`src/rtl/date_normalize_to_seconds_top_assert.svh`:
```
// Assertion macros for the date normalizer.
`ifndef DATE_NORMALIZE_TO_SECONDS_TOP_ASSERT_SVH
`define DATE_NORMALIZE_TO_SECONDS_TOP_ASSERT_SVH
`ifndef SYNTHESIS
`define DNS_ASSERT_SAME(lbl, clk, rstn, ante, cons) \
    lbl: assert property (@(posedge clk) disable iff (!rstn) (ante) |-> (cons)) \
        else $error("dns assertion failed");
`define DNS_ASSERT_NEXT(lbl, clk, rstn, ante, cons) \
    lbl: assert property (@(posedge clk) disable iff (!rstn) (ante) |=> (cons)) \
        else $error("dns assertion failed");
`else
`define DNS_ASSERT_SAME(lbl, clk, rstn, ante, cons)
`define DNS_ASSERT_NEXT(lbl, clk, rstn, ante, cons)
`endif
`endif

```
`src/rtl/dns_pkg.sv`:
```
package dns_pkg;

    localparam logic [11:0] YEAR_LO   = 12'd1979;
    localparam logic [11:0] YEAR_HI   = 12'd2043;
    localparam logic [11:0] MONTH_LO  = 12'd1;
    localparam logic [11:0] MONTH_HI  = 12'd12;
    localparam logic [11:0] DAY_LO    = 12'd1;
    localparam logic [11:0] DAY_HI    = 12'd31;
    localparam logic [11:0] HOUR_LO   = 12'd0;
    localparam logic [11:0] HOUR_HI   = 12'd23;
    localparam logic [11:0] MINUTE_LO = 12'd0;
    localparam logic [11:0] MINUTE_HI = 12'd59;

    localparam logic [10:0] EPOCH_YEAR    = 11'd1978;
    localparam logic [14:0] DAYS_PER_YEAR = 15'd365;
    localparam logic [3:0]  MONTH_FEB     = 4'd2;
    localparam logic [3:0]  MONTH_MAR     = 4'd3;
    localparam logic [4:0]  FEB_LEAP_DAYS = 5'd29;
    localparam logic [16:0] SECS_PER_HOUR = 17'd3600;
    localparam logic [16:0] SECS_PER_MIN  = 17'd60;
    localparam logic [31:0] SECS_PER_DAY  = 32'd86400;

    typedef struct packed {
        logic [10:0] year;
        logic [3:0]  month;
        logic [4:0]  day;
        logic [4:0]  hour;
        logic [5:0]  minute;
    } date_t;

    // wrap once by the range span, then clamp
    function automatic logic [11:0] fit_field(input logic [11:0] v, input logic [11:0] lo,
                                              input logic [11:0] hi, input logic wrap);
        logic [11:0] span;
        logic [11:0] w;
        span = hi - lo + 12'd1;
        w    = v;
        if (wrap) begin
            if (v < lo) begin
                w = v + span;
            end else if (v > hi) begin
                w = v - span;
            end
        end
        if (w < lo) begin
            w = lo;
        end
        if (w > hi) begin
            w = hi;
        end
        return w;
    endfunction

    function automatic logic [4:0] month_len(input logic [3:0] m);
        logic [4:0] n;
        case (m)
            4'd1:    n = 5'd31;
            4'd2:    n = 5'd28;
            4'd3:    n = 5'd31;
            4'd4:    n = 5'd30;
            4'd5:    n = 5'd31;
            4'd6:    n = 5'd30;
            4'd7:    n = 5'd31;
            4'd8:    n = 5'd31;
            4'd9:    n = 5'd30;
            4'd10:   n = 5'd31;
            4'd11:   n = 5'd30;
            4'd12:   n = 5'd31;
            default: n = 5'd0;
        endcase
        return n;
    endfunction

    // days before the first of month m, non-leap
    function automatic logic [8:0] cum_days(input logic [3:0] m);
        logic [8:0] n;
        case (m)
            4'd1:    n = 9'd0;
            4'd2:    n = 9'd31;
            4'd3:    n = 9'd59;
            4'd4:    n = 9'd90;
            4'd5:    n = 9'd120;
            4'd6:    n = 9'd151;
            4'd7:    n = 9'd181;
            4'd8:    n = 9'd212;
            4'd9:    n = 9'd243;
            4'd10:   n = 9'd273;
            4'd11:   n = 9'd304;
            4'd12:   n = 9'd334;
            default: n = 9'd0;
        endcase
        return n;
    endfunction

    // within 1979..2043 the only century year is 2000, a leap year
    function automatic logic is_leap(input logic [10:0] y);
        return (y[1:0] == 2'b00);
    endfunction

endpackage

```
`src/rtl/date_normalize_to_seconds_top.sv`:
```
// Date normalizer: each request carries a date and time plus a mode bit; fields are wrapped
// once (wrap mode) and clamped to 1979-2043, 1-12, 1-31, 0-23, 0-59, the day is limited to
// the month length, and the result adds the seconds since 1 January 1978 00:00. Three
// register stages (field fit, day count, seconds multiply) take one request per clock while
// m_ready is high; a request passes d1_reg, d2_reg and d3_reg to m_valid. The output register
// holds a result while m_ready is low and the earlier stages fill until the pipeline is full.
`include "date_normalize_to_seconds_top_assert.svh"
module date_normalize_to_seconds_top (
    input  logic        aclk,
    input  logic        aresetn,
    input  logic        s_valid,
    output logic        s_ready,
    input  logic        s_wrap_mode,
    input  logic [11:0] s_year,
    input  logic [3:0]  s_month,
    input  logic [4:0]  s_day,
    input  logic [4:0]  s_hour,
    input  logic [5:0]  s_minute,
    output logic        m_valid,
    input  logic        m_ready,
    output logic [10:0] m_norm_year,
    output logic [3:0]  m_norm_month,
    output logic [4:0]  m_norm_day,
    output logic [4:0]  m_norm_hour,
    output logic [5:0]  m_norm_minute,
    output logic [31:0] m_raw_seconds
);
    import dns_pkg::*;

    logic        rdy1, rdy2, rdy3;
    logic        v1_reg, v2_reg, v3_reg;
    date_t       fit_next;
    date_t       d1_reg, d2_reg, d3_reg;
    date_t       d2_next;
    logic [14:0] days_next, days2_reg;
    logic [16:0] hms_next, hms2_reg;
    logic [31:0] secs_next, secs3_reg;
    logic [4:0]  lim;
    logic [4:0]  day_lim;
    logic [10:0] yr_full;
    logic [14:0] yr;
    logic        leap;
    logic        adj;

    assign rdy3    = !v3_reg || m_ready;
    assign rdy2    = !v2_reg || rdy3;
    assign rdy1    = !v1_reg || rdy2;
    assign s_ready = rdy1;

    dns_fit u_fit (
        .wrap_mode (s_wrap_mode),
        .year      (s_year),
        .month     (s_month),
        .day       (s_day),
        .hour      (s_hour),
        .minute    (s_minute),
        .fit       (fit_next)
    );

    // stage 2: day limit, day count, time of day
    always_comb begin
        leap    = is_leap(d1_reg.year);
        lim     = (d1_reg.month == MONTH_FEB && leap) ? FEB_LEAP_DAYS : month_len(d1_reg.month);
        day_lim = (d1_reg.day > lim) ? lim : d1_reg.day;
        adj     = leap && (d1_reg.month < MONTH_MAR);
        yr_full = d1_reg.year - EPOCH_YEAR;
        yr      = {8'd0, yr_full[6:0]};
        days_next = yr * DAYS_PER_YEAR + ((yr + 15'd2) >> 2) + {6'd0, cum_days(d1_reg.month)}
                  + {10'd0, day_lim} - 15'd1 - {14'd0, adj};
        hms_next  = {12'd0, d1_reg.hour} * SECS_PER_HOUR + {11'd0, d1_reg.minute} * SECS_PER_MIN;
        d2_next     = d1_reg;
        d2_next.day = day_lim;
    end

    // stage 3: seconds
    assign secs_next = {17'd0, days2_reg} * SECS_PER_DAY + {15'd0, hms2_reg};

    always_ff @(posedge aclk) begin
        if (!aresetn) begin
            v1_reg <= 1'b0;
            v2_reg <= 1'b0;
            v3_reg <= 1'b0;
        end else begin
            if (rdy1) begin
                v1_reg <= s_valid;
            end
            if (rdy2) begin
                v2_reg <= v1_reg;
            end
            if (rdy3) begin
                v3_reg <= v2_reg;
            end
        end
    end

    always_ff @(posedge aclk) begin
        if (rdy1 && s_valid) begin
            d1_reg <= fit_next;
        end
        if (rdy2 && v1_reg) begin
            d2_reg    <= d2_next;
            days2_reg <= days_next;
            hms2_reg  <= hms_next;
        end
        if (rdy3 && v2_reg) begin
            d3_reg    <= d2_reg;
            secs3_reg <= secs_next;
        end
    end

    assign m_valid       = v3_reg;
    assign m_norm_year   = d3_reg.year;
    assign m_norm_month  = d3_reg.month;
    assign m_norm_day    = d3_reg.day;
    assign m_norm_hour   = d3_reg.hour;
    assign m_norm_minute = d3_reg.minute;
    assign m_raw_seconds = secs3_reg;

    `DNS_ASSERT_NEXT(a_accept_fills, aclk, aresetn, s_valid && s_ready, v1_reg)
    `DNS_ASSERT_NEXT(a_mid_holds, aclk, aresetn, v2_reg && !rdy2, v2_reg && $stable(days2_reg))
    `DNS_ASSERT_SAME(a_full_stalls, aclk, aresetn, v1_reg && v2_reg && v3_reg && !m_ready, !s_ready)
    `DNS_ASSERT_SAME(a_out_range, aclk, aresetn, m_valid,
        m_norm_month >= 4'd1 && m_norm_month <= 4'd12 && m_norm_day >= 5'd1 &&
        m_norm_hour <= 5'd23 && m_norm_minute <= 6'd59)
    `DNS_ASSERT_SAME(a_year_range, aclk, aresetn, m_valid,
        m_norm_year >= 11'd1979 && m_norm_year <= 11'd2043)

endmodule

```
`src/rtl/dns_fit.sv`:
```
module dns_fit (
    input  logic          wrap_mode,
    input  logic [11:0]   year,
    input  logic [3:0]    month,
    input  logic [4:0]    day,
    input  logic [4:0]    hour,
    input  logic [5:0]    minute,
    output dns_pkg::date_t fit
);
    import dns_pkg::*;

    logic [11:0] year_w;
    logic [11:0] month_w;
    logic [11:0] day_w;
    logic [11:0] hour_w;
    logic [11:0] minute_w;

    always_comb begin
        year_w   = fit_field(year, YEAR_LO, YEAR_HI, wrap_mode);
        month_w  = fit_field({8'd0, month}, MONTH_LO, MONTH_HI, wrap_mode);
        day_w    = fit_field({7'd0, day}, DAY_LO, DAY_HI, wrap_mode);
        hour_w   = fit_field({7'd0, hour}, HOUR_LO, HOUR_HI, wrap_mode);
        minute_w = fit_field({6'd0, minute}, MINUTE_LO, MINUTE_HI, wrap_mode);
    end

    assign fit.year   = year_w[10:0];
    assign fit.month  = month_w[3:0];
    assign fit.day    = day_w[4:0];
    assign fit.hour   = hour_w[4:0];
    assign fit.minute = minute_w[5:0];

endmodule

```
`config.mk`:
```
export PLATFORM = sky130hd
export DESIGN_NAME = date_normalize_to_seconds_top
export DESIGN_NICKNAME = d
export VERILOG_FILES = /design/src/rtl/dns_pkg.sv /design/src/rtl/date_normalize_to_seconds_top.sv /design/src/rtl/dns_fit.sv
export VERILOG_INCLUDE_DIRS = /design/src /design/src/rtl
export SDC_FILE = /design/constraint.sdc
export NUM_CORES = 1
export LEC_CHECK = 0
export BUFFER_PORTS_ARGS = -buffer_cell sky130_fd_sc_hd__buf_2
export CORE_MARGIN = 2
export CORE_UTILIZATION = 40
export CTS_CLUSTER_SIZE = 24
export DETAILED_ROUTE_END_ITERATION = 7
export SLEW_MARGIN = 20
export SYNTH_ARGS = -nofsm -noshare
export SYNTH_HDL_FRONTEND = slang
export SYNTH_HIERARCHICAL = 1
export SYNTH_SLANG_ARGS = --single-unit
```
`constraint.sdc`:
```
create_clock -name aclk -period 10.8 [get_ports aclk]
set_input_delay 0.54 -clock aclk [delete_from_list [all_inputs] [get_ports aclk]]
set_output_delay 0.54 -clock aclk [all_outputs]
set_load 0.02 [all_outputs]
```
==> results by group, run 1 <==
Yosys
  • Seq cells post-synth: 166
  • Simple-gate share of the synthesized area: 8.73%
  • Largest family of logic cells by synthesized area: adder cells
  • Synth Area per Inst: 11.0 um2
  • Fraction of registers with async set/reset: 0%
  • Syn. warnings: 6
  • Synthesized cell area: 13,500 um2
  • Distinct cells, synth: 78
  • Largest area contributor in the netlist: edfxtp_1
  • Synth top area cells: edfxtp_1, ha_1, fa_1, inv_1, xnor2_1
  • Post-Synth Adder-Cell Area: 30.5%
  • Post-synthesis mux area share: 0.771%
  • Sequential share of the synthesized area: 35.9%
  • Synth Area in Compound Gates: 10.7%
  • Post-synth EDFFs: 151
  • Top-count cell post-synth: inv_1
  • Synthesized instance count: 1,229
  • Share of the synthesized area in the top cell type: 33.6%
  • XOR/XNOR share of the synthesized area: 6.16%
  • Top FF cell, synth: edfxtp_1
  • Commonest cells post-synth: inv_1, ha_1, edfxtp_1, fa_1, nand2_1

Worst setup path
  • Setup slack, reg-to-reg: 3.63 ns
  • Setup crit end kind: flop
  • CP Data Arrival Time: 7.34 ns
  • Crit-path max FO: 7
  • Required time of the critical path: 10.97 ns
  • CP max stage delay: 0.53 ns
  • CP Capture Point: days2_reg[14]
  • Critical register-to-register path endpoint: days2_reg[14]
  • Crit path from: d1_reg[21]
  • R2R cell count: 30
  • CP Class: flop to flop
  • Critical Path Start Type: flop
  • CP max-delay cell: edfxtp_1
  • Reg-to-Reg Start: d1_reg[21]

Cells and area
  • Filler instances: 3,182
  • P&R area growth vs syn: 11.8%
  • Layout Nets: 1,654
  • Ratio of cells with drive above 1 in the final layout: 13.2%
  • N_diodes: 0

Clock network
  • CTS Buffer Depth: 2
  • # resized after CTS: 0
  • Postcts setup bufs: 0
  • Hold Buf Count CTS: 0
  • CTS Buf Count: 17
  • CTS tree: done
  • CTS clock-pin slew for the worst setup and hold paths: 0.07 ns
  • Skew-Pair Late Insertion Delay: 0.43 ns
  • Clk sinks: 166
  • Root Buffer Master: clkbuf_16
  • H-tree depth: 4

Global routing
  • Antenna violations before repair: 0
  • Largest net degree at the start of global routing: 55
  • Total grt overflow: 0
  • Total GRT Usage: 15.0%
  • First-pass GRT wire length: 42,600 um
  • Vias in the first global route: 8,890

Detailed routing
  • Final wirelength: 25,400 um
  • Iter 0 DRT Violations: 345
  • Pre-Repair DR Iteration Count: 5
  • Vias: 8,755
  • DRC: 0
  • ANT nets after route: 0
  • Avg WL per Cell: 14.1 um
  • Via-to-Cell Ratio: 4.87

Floorplan
  • Placeable core area: 33,400 um2
  • Starting Density: 40.4%
  • Die Ht: 188 um
  • Top-level port count: 102
  • Die X: 188 um
  • # rows: 67
  • Die ar.: 35,200 um2

Timing
  • Final setup violation count: 0
  • Achievable Freq: 139 MHz
  • Fin Setup TNS: 0 ns
  • Fin worst setup slack: 3.63 ns
  • Worst Skew: 0.0144 ns
  • Slew @ Worst Pin: 0.756 ns
  • Final max-slew violation count: 0
  • Period utilization: 66.4%
  • RSZ-0062 raised after global routing: no
  • Fin. Hold Viols: 0
  • Fin crit period: 7.17 ns
  • Max_slew headroom: 48.1%

Placement
  • Worst slack, placed: 3.71 ns
  • Placer congestion estimate: 0.852
  • Port Buffers: 99
  • Post-DP HPWL: 20,300 um

Job
  • Max Cap Violations: 0

Min path
  • HP Class: input pin to flop
  • Hold path depth: 2

Outcome
  • Run status: complete, no violations
cells in the final DEF, fill, tap and decap left out, drive strengths merged, types with 7 or more instances in the layout:
| master | Yosys | routed |
|---|---|---|
| nor3 | 16 | 16 |
| fa | 80 | 80 |
| buf | 14 | 106 |
| o21bai | 11 | 11 |
| nand2 | 66 | 66 |
| a211oi | 7 | 7 |
| clkinv | 0 | 8 |
| a31oi | 10 | 10 |
| xnor2 | 64 | 64 |
| mux2i | 7 | 7 |
| nand2b | 11 | 11 |
| o31ai | 7 | 7 |
| clkbuf | 8 | 17 |
| dfxtp | 15 | 15 |
| ha | 201 | 201 |
| nand4 | 11 | 11 |
| and2 | 11 | 11 |
| or2 | 9 | 9 |
| and3 | 11 | 11 |
| or3 | 8 | 8 |
| o21ai | 43 | 43 |
| a21o | 22 | 22 |
| nor2b | 8 | 8 |
| inv | 218 | 224 |
| nand3 | 15 | 15 |
| a21oi | 62 | 62 |
| nor2 | 45 | 45 |
| edfxtp | 151 | 151 |
| xor2 | 29 | 29 |
metal layers:
layer | GRT usage (%) | vias up | share of wire [%]
met1 | 19.2 | 4142 | 46
li1 | - | 4429 | -
met5 | 0 | - | 0
met3 | 1.93 | 25 | 3.0
met4 | 4.12 | 0 | 1.7
met2 | 26.5 | 159 | 49
area by class of cell:
class / instances / area [um2] / share of cell area, %
timing repair buffer: 106 / 548 / 3.64
clock buffer: 17 / 425 / 2.82
sequential: 166 / 4830 / 32.1
inverter: 218 / 818 / 5.43
tap: 448 / 561 / 3.72
multi-input combinational: 827 / 7710 / 51.2
clock inverter: 15 / 168 / 1.11
through the flow:
stage | area [um2] | utilization (%) | std cells | hold slack [ns]
after CTS | 15100 | 45.2 | 1797 | 0.322
after global routing | 15100 | 45.2 | 1797 | 0.337
after detailed placement | 14500 | 43.4 | 1765 | 0.405
final | 15100 | 45.2 | 1797 | 0.346
after global placement | 14500 | 43.4 | 1765 | 0.401
after floorplan | 13500 | - | 1233 | 0.400
how the worst min path moves through the flow:
stage	startpoint	to	slack, ns
final	aresetn	m_valid	0.35
after global routing	aresetn	m_valid	0.34
after CTS	aresetn	m_valid	0.32
after detailed placement	d2_reg[13]	m_norm_day[2]	0.40
after global placement	d1_reg[29]	d2_reg[29]	0.40
after floorplan	d1_reg[27]	d2_reg[27]	0.40
worst max-delay path: cells and delay by family (launching register included):
| family | cells | cell delay [ns] |
|---|---|---|
| AO/OA/AOI/OAI | 10 | 2.03 |
| XOR/XNOR | 1 | 0.10 |
| adder cells (fa/ha/maj) | 9 | 2.90 |
| buffers and inverters | 4 | 0.47 |
| flip-flops | 1 | 0.53 |
| AND/OR/NAND/NOR | 6 | 0.90 |
kinds of logic after synthesis:
group | after synthesis
AOI/OAI and AO/OA | 210
xor gates and xnor gates | 93
adders and majority gates | 281
buffers and inverters | 240
DFF | 166
muxes | 10
other | 2
and+or+nand+nor | 227
Power of run 1 is not shown: default switching activity piles up to over one toggle a cycle in this logic, so the estimate is an artifact.
==> inputs of run 2 (changes only) <==
==> constraint.sdc (replaced) <==
create_clock -name aclk -period 6.1 [get_ports aclk]
set_input_delay 0.305 -clock aclk [delete_from_list [all_inputs] [get_ports aclk]]
set_output_delay 0.305 -clock aclk [all_outputs]
set_load 0.02 [all_outputs]
==> results by group, run 2 (synthesized netlist as in run 1, its figures left out) <==
Outcome
  • Run status: complete, no violations

Floorplan
  • # rows: 67 (unchanged)
  • Die Ht: 188 um (unchanged)
  • Starting Density: 40.4% (unchanged)
  • Placeable core area: 33,400 um2 (unchanged)
  • Die X: 188 um (unchanged)
  • Top-level port count: 102 (unchanged)
  • Die ar.: 35,200 um2 (unchanged)

Global routing
  • Largest net degree at the start of global routing: 57 (+3.6%)
  • Total grt overflow: 0 (unchanged)
  • First-pass GRT wire length: 43,200 um (+1.4%)
  • Vias in the first global route: 9,078 (+2.1%)
  • Antenna violations before repair: 0 (unchanged)
  • Total GRT Usage: 15.1% (+0.17 points)

Min path
  • HP Class: input pin to flop

Detailed routing
  • DRC: 0 (unchanged)
  • Via-to-Cell Ratio: 4.87 (about the same)
  • Avg WL per Cell: 14.2 um (+0.45%)
  • Pre-Repair DR Iteration Count: 5 (unchanged)
  • Final wirelength: 26,000 um (+2.4%)
  • Vias: 8,913 (+1.8%)
  • Iter 0 DRT Violations: 304 (-12%)
  • ANT nets after route: 0 (unchanged)

Clock network
  • Root Buffer Master: clkbuf_16
  • Hold Buf Count CTS: 0 (unchanged)
  • CTS Buffer Depth: 2 (unchanged)
  • Skew-Pair Late Insertion Delay: 0.44 ns (about the same)
  • H-tree depth: 4 (unchanged)
  • CTS clock-pin slew for the worst setup and hold paths: 0.07 ns (about the same)
  • CTS tree: done
  • CTS Buf Count: 17 (unchanged)
  • Clk sinks: 166 (unchanged)

Timing
  • Final setup violation count: 0 (unchanged)
  • Max_slew headroom: 48.2% (about the same)
  • Achievable Freq: 166 MHz (+19%)
  • Slew @ Worst Pin: 0.756 ns (-0.000357 ns)
  • Final max-slew violation count: 0 (unchanged)
  • Fin crit period: 6.04 ns (-1.13 ns)
  • Worst Skew: 0.0136 ns (-0.000795 ns)
  • Period utilization: 99.0% (+33 points)
  • RSZ-0062 raised after global routing: yes
  • Fin. Hold Viols: 0 (unchanged)

Cells and area
  • Ratio of cells with drive above 1 in the final layout: 17.9% (+4.7 points)
  • N_diodes: 0 (unchanged)
  • Commonest cells after routing, fill and taps aside: inv_1, ha_1, edfxtp_1
  • Leading cell type in the layout, fill and taps excluded: inv_1
  • Layout Nets: 1,688 (+2.1%)
  • Fin util: 46.4% (+1.3 points)
  • P&R area growth vs syn: 15.0%
  • Filler instances: 3,107 (-2.4%)

Job
  • Max Cap Violations: 0 (unchanged)

Placement
  • Placer congestion estimate: 0.838 (-1.7%)
  • Post-DP HPWL: 20,200 um (-0.15%)
  • Port Buffers: 99 (unchanged)

Worst setup path
  • Required time of the critical path: 6.29 ns (-4.68 ns)
  • Crit-path max FO: 2 (-5)
  • Crit path top cell by count: buf_4
  • Setup crit end kind: flop
  • Critical Path Start Type: flop
  • CP max stage delay: 0.56 ns (+0.03 ns)
  • CP Class: flop to flop
  • CP Data Arrival Time: 6.23 ns (-1.11 ns)
  • CP max-delay cell: fa_1
## run 2: cell count changes in the layout (fill, tap and decap cells not counted), sizes merged
cell	delta
buf	+34
clkbuf	+1
clkinvlp	-1
## run 2: final cells by class
type                       instances  area, um2  area share [%]
clock buffer                      18        429            2.77
clock inverter                    14        158            1.02
inverter                         218        818            5.28
multi-input combinational        827       7890            50.9
sequential                       166       4830            31.2
tap                              448        561            3.62
timing repair buffer             140        807            5.21
## run 2: worst max-delay path, delay by kind of cell, from the launching register on
family / cells / cell delay [ns]
fa+ha+maj: 7 / 2.27
buf+inv: 13 / 1.23
compound gates: 7 / 1.18
simple gates: 5 / 0.58
flops: 1 / 0.37
xor+xnor: 1 / 0.13
## run 2: metal layers
metal  GRT usage, %  wire length [um]  vias to the layer above
li1               -                 -                     4504
met1           19.3             12000                     4223
met3           2.23               776                       33
met2           26.8             12800                      153
met5              0                 0                        -
met4           4.24               402                        0
## run 2: final timing paths
kind / start / slack [ns] / endpoint / cells past startpoint
hold reg to reg: d2_reg[5] / 0.42 / m_norm_minute[5] / 0
hold / removal: aresetn / 0.11 / m_valid / 2
setup / recovery: d1_reg[21] / 0.06 / days2_reg[13] / 33
setup reg to reg: d1_reg[21] / 0.06 / days2_reg[13] / 33
## run 2: per-stage QoR
| stage | setup slack, ns | hold slack, ns | std cells | area, um2 | TNS [ns] |
|---|---|---|---|---|---|
| floorplan | -0.00285 | 0.400 | 1233 | 13500 | -0.00285 |
| global placement | -0.152 | 0.401 | 1784 | 14600 | -0.381 |
| detailed placement | -0.300 | 0.406 | 1784 | 14600 | -1.16 |
| CTS | 0.00566 | 0.0885 | 1825 | 15300 | 0 |
| global route | -0.260 | 0.102 | 1831 | 15500 | -0.868 |
| finish | 0.0633 | 0.107 | 1831 | 15500 | 0 |
## run 2: timing repair
action                                  4_1_cts  5_1_grt
pin swaps                                    14       25
setup buffers                                 9        6
resized for setup                            13       38
endpoints found under the setup margin        6        6
Power of run 2 is left out for the same reason.
==> inputs of run 3 (changes only) <==
--- a/config.mk
+++ b/config.mk
@@ -11,7 +11,7 @@
 export CORE_UTILIZATION = 40
 export CTS_CLUSTER_SIZE = 24
 export DETAILED_ROUTE_END_ITERATION = 7
-export SLEW_MARGIN = 20
+export MAX_ROUTING_LAYER = met4
 export SYNTH_ARGS = -nofsm -noshare
 export SYNTH_HDL_FRONTEND = slang
 export SYNTH_HIERARCHICAL = 1
==> results by group, run 3 (synthesized netlist as in run 1, its figures left out) <==
Min path
  • Hold Crit Endpoint: m_valid
  • Min-delay src: aresetn
  • HP Class: input pin to flop
  • Hold path depth: 2 (unchanged)

Cells and area
  • N_diodes: 0 (unchanged)
  • P&R area growth vs syn: 14.1%
  • Ratio of cells with drive above 1 in the final layout: 17.1% (-0.77 points)
  • Commonest cells after routing, fill and taps aside: inv_1, ha_1, edfxtp_1
  • Layout Nets: 1,680 (-0.47%)
  • Filler instances: 3,123 (+0.51%)
  • Leading cell type in the layout, fill and taps excluded: inv_1
  • Fin util: 46.1% (-0.34 points)
  • Sequential cell area: 4830 um2 (unchanged)
  • Footprint of the multi-input gates: 7860 um2 (-0.32%)

Worst setup path
  • CP Data Arrival Time: 6.17 ns (-0.06 ns)
  • Setup slack, reg-to-reg: 0.11 ns (+0.05 ns)
  • Reg-to-Reg Start: d1_reg[21]
  • Crit path top cell by count: o21ai_2
  • Buf/Inv on CP: 4 (-9)
  • Family with the most delay on the worst path: adder cells
  • Crit-path max FO: 4 (+2)
  • R2R cell count: 29 (-12%)
  • CP max stage delay: 0.54 ns (-0.02 ns)
  • Critical register-to-register path endpoint: days2_reg[14]
  • Setup crit end kind: flop
  • CP Class: flop to flop
  • Critical Path Start Type: flop
  • Required time of the critical path: 6.28 ns (about the same)
  • CP max-delay cell: fa_1

Detailed routing
  • Avg WL per Cell: 14.2 um (+0.40%)
  • Final wirelength: 25,900 um (about the same)
  • Vias: 8,821 (-1.0%)
  • WL met2: 13,000 um (+1.9%)
  • Iter 0 DRT Violations: 365 (+20%)
  • DRC: 0 (unchanged)
  • Met3 WL: 744 um (-4.1%)
  • Wl on met1: 12,000 um (-0.11%)
  • Highest metal used: met4
  • Via-to-Cell Ratio: 4.84 (-0.60%)
  • ANT nets after route: 0 (unchanged)
  • Pre-Repair DR Iteration Count: 5 (unchanged)

Timing
  • Final hold slack: 0.0991 ns (-0.00844 ns)
  • Max_slew headroom: 47.5% (-0.69 points)
  • Achievable Freq: 167 MHz (+0.86%)
  • Fin Setup TNS: 0 ns (unchanged)
  • Fin crit period: 5.99 ns (-0.0516 ns)
  • Final setup violation count: 0 (unchanged)
  • Final max-slew violation count: 0 (unchanged)
  • Period utilization: 98.1% (-0.85 points)
  • Worst Skew: 0.0142 ns (+0.000610 ns)
  • Fin. Hold Viols: 0 (unchanged)
  • Slew @ Worst Pin: 0.766 ns (+0.0101 ns)
  • RSZ-0062 raised after global routing: yes

Global routing
  • Antenna violations before repair: 0 (unchanged)
  • First-pass GRT wire length: 43,200 um (about the same)
  • Total grt overflow: 0 (unchanged)
  • Total GRT Usage: 15.5% (+0.40 points)
  • Largest net degree at the start of global routing: 57 (unchanged)
  • Vias in the first global route: 8,958 (-1.3%)

Clock network
  • CTS clock-pin slew for the worst setup and hold paths: 0.08 ns (about the same)
  • Skew-Pair Late Insertion Delay: 0.43 ns (about the same)
  • CTS Buf Count: 17 (unchanged)
  • CTS Buffer Depth: 2 (unchanged)
  • Hold Buf Count CTS: 0 (unchanged)
  • CTS tree: done
  • H-tree depth: 4 (unchanged)
  • Clk sinks: 166 (unchanged)
  • Root Buffer Master: clkbuf_16

Floorplan
  • Die Ht: 188 um (unchanged)
  • Die X: 188 um (unchanged)
  • Starting Density: 40.4% (unchanged)
  • Die ar.: 35,200 um2 (unchanged)
  • Top-level port count: 102 (unchanged)
  • Placeable core area: 33,400 um2 (unchanged)
  • # rows: 67 (unchanged)

Placement
  • Post-DP HPWL: 20,200 um (about the same)
  • Port Buffers: 99 (unchanged)
  • Placer congestion estimate: 0.873 (+4.2%)

Outcome
  • Run status: complete, no violations

Job
  • Max Cap Violations: 0 (unchanged)
run 3: changes by cell type in the layout (fill, tap and decap cells not counted), sizes merged:
cell,previous run,this run
clkinvlp,0,1
clkinv,8,3
buf,140,132
inv,224,228
run 3: routing by layer:
| metal | track usage, % | vias to the layer above |
|---|---|---|
| met5 | - | - |
| met4 | 3.60 | 0 |
| met3 | 2.00 | 20 |
| met2 | 26.8 | 158 |
| met1 | 19.5 | 4155 |
| li1 | - | 4488 |
run 3: timing repair:
action	in CTS	in global routing
buffers inserted	1	5
endpoints found under the hold margin	0	0
setup endpoints to repair	6	7
resized for setup	10	32
pin swaps	4	23
run 3: worst register-to-register path: cells and delay by family (launching register included):
family / cells / cell delay (ns)
fa+ha+maj: 9 / 2.75
simple gates: 5 / 0.70
flops: 1 / 0.41
buf+inv: 4 / 0.25
compound gates: 10 / 1.55
xor+xnor: 1 / 0.09
run 3: how the worst max path moves through the flow:
| stage | start | depth (start not counted) | end |
|---|---|---|---|
| 3_5_place_dp | d1_reg[20] | 30 | days2_reg[14] |
| 5_1_grt | d1_reg[21] | 29 | days2_reg[14] |
| 2_1_floorplan | d1_reg[21] | 30 | days2_reg[14] |
| 3_3_place_gp | d1_reg[20] | 30 | days2_reg[14] |
| 6_report | d1_reg[21] | 29 | days2_reg[14] |
| 4_1_cts | d1_reg[20] | 30 | days2_reg[13] |
run 3: cell type report:
cell class	count	area share, %
inverters	218	5.32
well taps	448	3.64
repair buffers	132	4.83
clock buffers	18	2.79
multi-input cells	827	51.1
flip-flops and latches	166	31.4
clock inverters	14	0.862
run 3: metrics by stage:
step | setup WS [ns] | cell area, um2 | std cells
final | 0.115 | 15400 | 1823
after global routing | -0.239 | 15400 | 1823
after CTS | 0.0245 | 15200 | 1818
after detailed placement | -0.353 | 14600 | 1785
after global placement | -0.137 | 14600 | 1785
after floorplan | -0.00285 | 13500 | 1233
Power of run 3 is left out for the same reason.
